### src/rtl/hbfd_pkg.sv
// Shared types and constants for the half-band decimator.
package hbfd_pkg;

   typedef logic [31:0] word_type;

   // partial sum moving down the row of tap cells
   typedef struct packed {
      logic     valid;
      word_type sum;
   } chain_type;

   localparam int NUM_COEF       = 8;
   localparam int CSR_INDEX_BITS = 3;
   localparam int REG_COEF_0     = 0;

   localparam int FIFO_DEPTH     = 8;
   localparam int FIFO_PTR_BITS  = 3;
   localparam int FIFO_CNT_BITS  = 4;

endpackage

### src/rtl/hbfd_fifo.sv
// Result queue between the tap chain and the result channel.
module hbfd_fifo (
   input  logic               clock,
   input  logic               reset,
   input  logic               wr_en,
   input  hbfd_pkg::word_type wr_data,
   output logic               rd_valid,
   input  logic               rd_ready,
   output hbfd_pkg::word_type rd_data
);

   hbfd_pkg::word_type                   mem_ff [hbfd_pkg::FIFO_DEPTH];
   logic [hbfd_pkg::FIFO_PTR_BITS-1:0]   wr_ptr_ff;
   logic [hbfd_pkg::FIFO_PTR_BITS-1:0]   rd_ptr_ff;
   logic [hbfd_pkg::FIFO_CNT_BITS-1:0]   cnt_ff;
   logic [hbfd_pkg::FIFO_CNT_BITS-1:0]   cnt_in;
   logic                                 rd_en;

   assign rd_valid = (cnt_ff != '0);
   assign rd_en    = rd_valid && rd_ready;
   assign rd_data  = mem_ff[rd_ptr_ff];

   always_comb begin
      cnt_in = cnt_ff;
      if (wr_en && !rd_en) begin
         cnt_in = cnt_ff + 1'b1;
      end else if (!wr_en && rd_en) begin
         cnt_in = cnt_ff - 1'b1;
      end
   end

   always_ff @(posedge clock) begin
      if (reset) begin
         wr_ptr_ff <= '0;
         rd_ptr_ff <= '0;
         cnt_ff    <= '0;
      end else begin
         if (wr_en) begin
            wr_ptr_ff <= wr_ptr_ff + 1'b1;
         end
         if (rd_en) begin
            rd_ptr_ff <= rd_ptr_ff + 1'b1;
         end
         cnt_ff <= cnt_in;
      end
   end

   always_ff @(posedge clock) begin
      if (wr_en) begin
         mem_ff[wr_ptr_ff] <= wr_data;
      end
   end

endmodule

### config.mk
export PLATFORM = sky130hd
export DESIGN_NAME = hbfd_fifo
export DESIGN_NICKNAME = d
export VERILOG_FILES = /design/src/rtl/hbfd_pkg.sv /design/src/rtl/hbfd_fifo.sv
export SDC_FILE = /design/constraint.sdc
export NUM_CORES = 1
export LEC_CHECK = 0
export ABC_AREA = 1
export BUFFER_PORTS_ARGS = -buffer_cell sky130_fd_sc_hd__buf_4
export CORE_MARGIN = 10
export CORE_UTILIZATION = 55
export DETAILED_ROUTE_END_ITERATION = 7
export HOLD_SLACK_MARGIN = 0.05
export PLACE_DENSITY = 0.73
export SLEW_MARGIN = 5
export SYNTH_ARGS = -nofsm -noshare
export SYNTH_HDL_FRONTEND = slang
export SYNTH_SLANG_ARGS = --single-unit
### constraint.sdc
create_clock -name clock -period 5.1 [get_ports clock]
set_input_delay 0.255 -clock clock [delete_from_list [all_inputs] [get_ports clock]]
set_output_delay 0.255 -clock clock [all_outputs]
set_load 0.01 [all_outputs]
==> results.cfg <==
[status]
outcome = finished clean

[critical_path]
critical_path_required_ns = 4.85
endpoint_kind = primary output
critPathMaxFanout = 69
timing.critical_path.arrival_ns = 2.91
timing.critical_path.from_type = register
critical_path_class = register to primary output

[final_layout]
multi_input_area_um2 = 2600
syn2layout_area_growth_pct = 16.9
fin_util_pct = 65.2
nets = 1075
layoutNonFillerInstCount = 1316
layout.area.seq_um2 = 7950
fill_cells = 1440
num_antenna_cells = 0
drive_gt1_share_pct = 11.9

[global_route]
grt_antenna_before_repair = 0
grt_overflow = 0
number_of_global_route_vias_before_repair = 6822
grt_use_total_pct = 16.8
grt_first_pass_wirelength_um = 35700
grt_max_degree = 129

[routing]
routed-via-count = 6937
detail_route.drc_violations = 0
postRouteWirelength_um = 22300
routedWlPerCell_um = 17.0
dr.first_iter.drc_count = 488
firstDrtPassIters = 5
antenna_left = 0
drt-vias-per-instance = 5.27

[sta]
fin_crit_ns = 3.17
totalNegativeSetupSlack_ns = 0
drv_slew = 0
hold_violations = 0
worst_slew_margin_rel_pct = 19.3
period_share_pct = 62.1
timing.final.setup_violations = 0
finClkSkew_ns = 0.0179
rsz0062_at_grt = false
tightest_slew_ns = 1.21
timing.fmax_ghz = 0.316

[synthesis]
synthSimpleGateAreaFrac_pct = 16.0
synth_compound_area_share_pct = 6.50
synth_adder_area_share_pct = 0.761
synth-seq-area-share_pct = 73.2
number_of_storage_elements_in_the_synthesis_netlist = 269
synth_top_cell_area_share_pct = 70.8
syn-mean-instance-area_um2 = 11.6
synth.net_count = 981
async_flop_share_pct = 0
yosysTopAreaCell = edfxtp_1
synth_cell_types = 20
synth_area_um2 = 10900
yosys_most_used_dff = edfxtp_1
synth_top_family_by_area = simple AND/OR/NAND/NOR gates
ys_top_cells_by_area = edfxtp_1 (71%), nor2_1 (9.4%), nand2_1 (6.2%)
yosys_warnings = 0
synthMuxAreaShare_pct = 0
yosys.area_share.xor_xnor_pct = 0.161
synth_edf_count = 256
post_synth_inst_count = 939

[pwr]
power-per-cell-area_nw_per_um2 = 444
peakVddDrop_v = 0.000292
power.total_w = 0.00563
power.static_leakage_nw = 4.72

[placement]
hpwlAfterDp_um = 11500
port-buffer-count = 68
replace_congestion = 0.733
post-place-cells = 1234

[clock_network]
numCtsBuffers = 26
ctsHtreeMaxLevel = 1
tritoncts = built
clock_sink_count = 269
cts.clk_slew.worst_paths_ns = 0.06
cts_root_buf = clkbuf_16
cts_post_setup_buffers_inserted = 0
cts_max_path_buffers = 3
clock_latency_ns = 0.52

[floorplan]
std_cell_rows = 51
floorplan.die_area_um2 = 25800
die_y_um = 160
pin_count = 69
coreArea_um2 = 19500
effective_utilization_at_floorplan_pct = 55.8
floorplan.die.width_um = 160

[hold_path]
timing.hold.worst.class = register to register

[run]
cap_viol_max_count = 0
[layout by cell type (no fill, tap or decap)]
| cell type | count |
|---|---|
| nor2_1 | 264 |
| edfxtp_1 | 256 |
| nand2_1 | 179 |
| o21ai_0 | 107 |
| buf_4 | 78 |
| dlygate4sd3_1 | 36 |
| clkbuf_16 | 27 |
| o21ai_1 | 26 |
| inv_1 | 11 |
| dfxtp_1 | 11 |
| clkinv_1 | 9 |
| nor2_4 | 8 |
| a21oi_1 | 8 |
| nand3_1 | 6 |
| ha_1 | 5 |
| clkbuf_1 | 5 |
| clkinv_2 | 4 |
| inv_2 | 2 |
| or2_2 | 2 |
| xor2_1 | 2 |
| bufinv_16 | 2 |
| fa_1 | 1 |
| dfxtp_4 | 1 |
| dfxtp_2 | 1 |
[kinds of logic after synthesis]
kind of cell | Yosys count
AOI/OAI and AO/OA | 141
buffers and inverters | 62
DFF | 269
adders and majority gates | 6
and+or+nand+nor | 459
xor gates and xnor gates | 2
[layer usage]
layer,up-vias,track usage [%],share of wire [%]
met5,-,0,0
met4,0,4.05,1.5
met3,31,2.79,6.2
met2,207,28.3,49
met1,3321,22.5,43
li1,3378,-,-
[cells in the mapped netlist (all sizes together) (2+ instances only)]
master	count
inv	14
or2	2
dfxtp	13
xor2	2
nand3	6
clkbuf	13
edfxtp	256
buf	35
nor2	272
o21ai	133
a21oi	8
nand2	179
ha	5
[flip-flops by register name, summed over array words and instances (netlist names), named ones only]
register / count
cnt_ff: 4
rd_ptr_ff: 3
wr_ptr_ff: 3
mem_ff: 256
[what timing repair did]
| action | in CTS | in global routing |
|---|---|---|
| hold buffers | 36 | 0 |
| hold endpoints to repair | 266 | 0 |
| gates resized for setup | 0 | 0 |
[critical path, cell delays in order, from the launching register on]
cell and delay (ns):
dfxtp_4 0.78, buf_4 0.73, nor2_1 0.13, nor2_1 0.12, o21ai_0 0.12, nand2_1 0.12, nand2_1 0.05, nand2_1 0.11
buf_4 0.13
[final timing paths]
| kind | from | to | slack, ns | depth (start not counted) |
|---|---|---|---|---|
| worst max-delay path | register | rd_data[31] | 1.93 | 8 |
| worst min-delay path | rd_ptr_ff[1] | register | 0.48 | 2 |
| worst max register to register | cnt_ff[0] | cnt_ff[3] | 2.98 | 11 |
| worst min register to register | rd_ptr_ff[1] | register | 0.48 | 2 |
[power breakdown]
group          switching (W)  internal [W]  leakage (nW)
clock network       0.000757       0.00106         0.395
logic               0.000772      0.000470          1.89
registers          0.0000764       0.00249          2.43
[per-stage QoR]
step	setup slack [ns]	cell area, um2	hold slack [ns]
CTS	1.93	12700	0.481
floorplan	2.67	10900	0.324
global route	1.74	12700	0.491
finish	1.93	12700	0.481
detailed placement	2.54	11500	0.472
global placement	2.57	11500	0.468
[cell type report]
type,instances,area share (%)
Sequential cell,269,62.7
Tap cell,265,2.61
Timing Repair Buffer,114,7.45
Inverter,14,0.414
Multi-Input combinational cell,608,20.5
Clock buffer,32,5.47
Clock inverter,14,0.868
Power figures use the tool's default switching activity.
