**src/rtl/hbfd_pkg.sv**
```systemverilog
// Shared types and constants for the half-band decimator.
package hbfd_pkg;

   typedef logic [31:0] word_type;

   // partial sum moving down the row of tap cells
   typedef struct packed {
      logic     valid;
      word_type sum;
   } chain_type;

   localparam int NUM_COEF       = 8;
   localparam int CSR_INDEX_BITS = 3;
   localparam int REG_COEF_0     = 0;

   localparam int FIFO_DEPTH     = 8;
   localparam int FIFO_PTR_BITS  = 3;
   localparam int FIFO_CNT_BITS  = 4;

endpackage

```
**src/rtl/hbfd_cell.sv**
```systemverilog
// One even-tap cell: sample storage, coefficient, product and one adder stage.
module hbfd_cell #(
   parameter int HOLD = 2,
   parameter int LAG  = 0
) (
   input  logic                clock,
   input  logic                reset,
   input  logic                coef_wr,
   input  hbfd_pkg::word_type  coef_data,
   input  logic                shift,
   input  hbfd_pkg::word_type  shift_in,
   input  logic                capture,
   input  hbfd_pkg::chain_type chain_in,
   output hbfd_pkg::chain_type chain_out,
   output hbfd_pkg::word_type  win_even,
   output hbfd_pkg::word_type  win_odd
);

   hbfd_pkg::word_type coef_ff;
   hbfd_pkg::word_type prod_ff;
   hbfd_pkg::word_type addend;
   hbfd_pkg::word_type sum_in;
   hbfd_pkg::word_type sum_ff;
   logic               valid_ff;
   logic signed [63:0] prod_full;

   always_ff @(posedge clock) begin
      if (reset) begin
         coef_ff <= '0;
      end else if (coef_wr) begin
         coef_ff <= coef_data;
      end
   end

   // samples for taps 2j and 2j+1; the last cell sees the new item directly
   if (HOLD >= 2) begin : g_pair
      hbfd_pkg::word_type even_ff;
      hbfd_pkg::word_type odd_ff;
      always_ff @(posedge clock) begin
         if (reset) begin
            even_ff <= '0;
            odd_ff  <= '0;
         end else if (shift) begin
            even_ff <= odd_ff;
            odd_ff  <= shift_in;
         end
      end
      assign win_even = even_ff;
      assign win_odd  = odd_ff;
   end else if (HOLD == 1) begin : g_single
      hbfd_pkg::word_type even_ff;
      always_ff @(posedge clock) begin
         if (reset) begin
            even_ff <= '0;
         end else if (shift) begin
            even_ff <= shift_in;
         end
      end
      assign win_even = even_ff;
      assign win_odd  = shift_in;
   end else begin : g_none
      assign win_even = shift_in;
      assign win_odd  = shift_in;
   end

   // high word of the 64-bit product is floor(x*c / 2^32)
   assign prod_full = $signed(win_even) * $signed(coef_ff);

   always_ff @(posedge clock) begin
      if (capture) begin
         prod_ff <= prod_full[63:32];
      end
   end

   // product passes through LAG delay registers so it meets its item's partial sum
   if (LAG > 0) begin : g_lag
      hbfd_pkg::word_type lag_ff [LAG];
      always_ff @(posedge clock) begin
         lag_ff[0] <= prod_ff;
         for (int i = 1; i < LAG; i++) begin
            lag_ff[i] <= lag_ff[i-1];
         end
      end
      assign addend = lag_ff[LAG-1];
   end else begin : g_nolag
      assign addend = prod_ff;
   end

   assign sum_in = chain_in.sum + addend;

   always_ff @(posedge clock) begin
      if (reset) begin
         valid_ff <= 1'b0;
      end else begin
         valid_ff <= chain_in.valid;
      end
   end

   always_ff @(posedge clock) begin
      sum_ff <= sum_in;
   end

   assign chain_out.valid = valid_ff;
   assign chain_out.sum   = sum_ff;

endmodule

```
**config.mk**
```make
export PLATFORM = sky130hd
export DESIGN_NAME = hbfd_cell
export DESIGN_NICKNAME = d
export VERILOG_FILES = /design/src/rtl/hbfd_pkg.sv /design/src/rtl/hbfd_cell.sv
export SDC_FILE = /design/constraint.sdc
export NUM_CORES = 2
export LEC_CHECK = 0
export ABC_AREA = 1
export CAP_MARGIN = 20
export CELL_PAD_IN_SITES_DETAIL_PLACEMENT = 1
export CELL_PAD_IN_SITES_GLOBAL_PLACEMENT = 2
export CORE_MARGIN = 2
export CORE_UTILIZATION = 44
export CTS_BUF_LIST = sky130_fd_sc_hd__clkbuf_4 sky130_fd_sc_hd__clkbuf_8 sky130_fd_sc_hd__clkbuf_16
export DETAILED_ROUTE_END_ITERATION = 10
export DONT_BUFFER_PORTS = 1
export GPL_TIMING_DRIVEN = 0
export PLACE_DENSITY = 0.93
export RECOVER_POWER = 100
export SLEW_MARGIN = 20
export SYNTH_ARGS = -nofsm -noshare
export SYNTH_HDL_FRONTEND = slang
export SYNTH_SLANG_ARGS = --single-unit
```
**constraint.sdc**
```tcl
create_clock -name clock -period 11.35 [get_ports clock]
set_input_delay 3.405 -clock clock [delete_from_list [all_inputs] [get_ports clock]]
set_output_delay 3.405 -clock clock [all_outputs]
set_load 0.005 [all_outputs]
```
==> run metrics <==
setup TNS 0 ns; ranking of synthesized cells by area fa_1 48%, inv_1 14%, nand2_1 14%; pre-CTS setup slack between 2 and 2.5 ns; setup repair after global routing missed its margin false; Rows 117; largest net degree at the start of global routing 33; Final Critical Period 9.904 ns; sequential fraction of the synthesis area 0.07867; FF+latch area 0.003543 mm2; clock sink count between 150 and 200; Crit Path Class reg -> reg; antenna-violating nets left 0; Max Cap Viol 0; Post-CTS Setup Inserts 0; Initial DRC Count between 3000 and 4000; CP endpoint kind register; area occupied by multi-input gates about 0.034 mm2; initial antenna violation count 9; Syn Std Cell Area between 0.04 and 0.05 mm2; relative slew slack 0.1156; peak supply drop between 0.0001 and 0.00015 V; Placed Cells 7163; count of filler cells inserted in the layout around 13000; overall routing resource usage 0.3727; family with the most delay on the worst path adder cells; Final Hold Vio Count 0; CP Cell Sequence clkbuf_1 -> clkbuf_1 -> nand2_1 -> inv_1 -> fa_1 -> fa_1 -> fa_1 -> fa_1 -> inv_1 -> fa_1 -> fa_1 -> fa_1 -> fa_1 -> inv_1 -> ha_1 -> nand2_1 -> nor2_1 -> inv_1 -> nor3_2 -> nand2_1 -> nor3_1 -> nand2_1 -> nand3_1 -> nand2_1; Unique masters post-synth 37; drt drc 0; Synth Flop Type dfxtp_1; Slew @ Worst Pin 1.327 ns; share of the synthesized area in the top cell type 0.4809; DIE AREA 0.1049 mm2; fmax about 100 MHz; Core Util, Final 0.4672; CP bufs+invs 6; PwrDens between 60 and 70 mW/mm2; Max FO, Critical Path 15; synth warn 0; vias per inst around 5.3; Tcrit/Tclk final 0.8726; most frequent cell on the critical path fa_1; die height ~320 um; async set-reset flop share out of synthesis 0; post-synth net total around 7000; max-slew violation count 0; status finished, final reports clean; Worst Path Required 11.61 ns; post-cts sizing count 0; Hold Buf Count CTS 0; initial cell density of the core 0.4433; WP data arrival between 10 and 15 ns; Post-synth EDFFs 32; final std cells w/o fill slightly above 7000; die extent in x 323.9 um; nets 7211; most frequent cells after synthesis 1693 x inv_1, 1689 x nand2_1, 1082 x fa_1; vias in the first global route approximately 42000; root buf cell clkbuf_16; WL final approximately 190000 um; Max H-tree Level 4; clock tree buffer depth 2; first-pass GRT wire length roughly 280000 um; Reg clk slew, reported paths around 0.080 ns; Final Setup Violations 0; Skew-Pair Late Insertion Delay between 0.5 and 0.6 ns; top-count cell post-synth inv_1; Area growth syn-to-layout 5.381%; CTS buffer count 17; Leak approximately 27 nW; vias post-DR ~38000; slack of the critical path about 1.4 ns; Yosys top cell by area fa_1; Critical Path Slowest Stage Cell fa_1; max incr delay on CP 1.18 ns; Ports roughly 200; Yosys reg bits around 160; router iterations before antenna repair 6; Power Total 3.025 mW; core area approximately 0.10 mm2; Final Skew between 0.02 and 0.03 ns; Syn Area/Cell between 7 and 8 um2; Hold Crit Class reg -> reg; HPWL after detailed placement roughly 160000 um; Port Buffers 0; layout cell share with drive strength beyond 1 0.01304; WL per Instance ~26 um; cells after synthesis around 5800; Critical Path Start Type register; Final GP Congestion ~1.0; CTS tree built; Overflow after GRT 0
cell families (layout without fill, tap and decap cells):
| family | after synthesis | after routing | share of synthesized area |
|---|---|---|---|
| other | 0 | 5 | 0 |
| buffers and inverters | 1979 | 2014 | 0.1650 |
| xor gates and xnor gates | 37 | 37 | 0.007195 |
| and+or+nand+nor | 2010 | 2010 | 0.1728 |
| DFF | 161 | 161 | 0.07867 |
| AOI/OAI and AO/OA | 314 | 314 | 0.03681 |
| adders and majority gates | 1293 | 1293 | 0.5395 |
layer usage:
layer,global-route usage,up-vias,part of all wire
met5,0,-,0.00013
met2,0.5813,1668,0.44
met4,0.2336,4,0.075
met1,0.4748,19620,0.40
met3,0.07692,487,0.085
li1,-,16240,-
where the power goes:
group,internal (mW),switching [mW]
Sequential,0.712,0.0622
Combinational,0.494,1.11
Clock,0.308,0.342
Total,1.51,1.51
worst register-to-register path, cell delays in order, from the launching register on:
cell	delay, ns
dfxtp_1	0.36
clkbuf_1	0.53
clkbuf_1	0.63
nand2_1	0.22
inv_1	0.18
fa_1	0.47
fa_1	0.50
fa_1	1.12
fa_1	1.20
inv_1	0.39
fa_1	0.61
fa_1	0.57
fa_1	0.44
fa_1	0.51
inv_1	0.04
ha_1	0.47
nand2_1	0.15
nor2_1	0.15
inv_1	0.09
nor3_2	0.27
nand2_1	0.20
nor3_1	0.18
nand2_1	0.18
nand3_1	0.11
nand2_1	0.07
placed cells by master (no fill, tap or decap), types with 32 or more instances in the layout:
cell      netlist  routed
a21oi_1       212     212
clkbuf_1      274     254
dfxtp_1       129     129
edfxtp_1       32      32
fa_1         1082    1082
ha_1          211     211
inv_1        1693    1694
nand2_1      1689    1691
nand3_1        75      75
nor2_1        194     194
o21ai_0        61      63
flip-flops by register name, indices dropped and copies added (netlist names):
name	flops
sum_ff	32
win_even	32
coef_ff	32
win_odd	32
addend	32
valid_ff	1
path summary, 6_finish.rpt:
kind | start | end | slack [ns] | cells past startpoint
worst max-delay path | win_even[31]$_SDFFE_PP0P_ | addend[29]$_DFFE_PP_ | 1.45 | 24
worst min-delay path | addend[0]$_DFFE_PP_ | sum_ff[0]$_DFF_P_ | 0.49 | 1
worst max register to register | win_even[31]$_SDFFE_PP0P_ | addend[29]$_DFFE_PP_ | 1.45 | 24
worst min register to register | addend[0]$_DFFE_PP_ | sum_ff[0]$_DFF_P_ | 0.49 | 1
metrics by stage:
stage	hold slack [ns]	cell area, um2
floorplan	0.4369	45040
global placement	0.4843	46750
detailed placement	0.4895	46780
CTS	0.5061	47430
global route	0.5258	47450
finish	0.4925	47460
cell type report:
class / count / share of cell area
antenna: 5 / 0.0002636
buffer: 282 / 0.02307
clock buffer: 17 / 0.008963
clock inverter: 15 / 0.004613
inverter: 1697 / 0.1342
multi-input combinational: 3654 / 0.7174
sequential: 161 / 0.07466
tap: 1368 / 0.03606
timing repair buffer: 3 / 0.0007908
No activity file was read; power rests on OpenSTA's default activity.
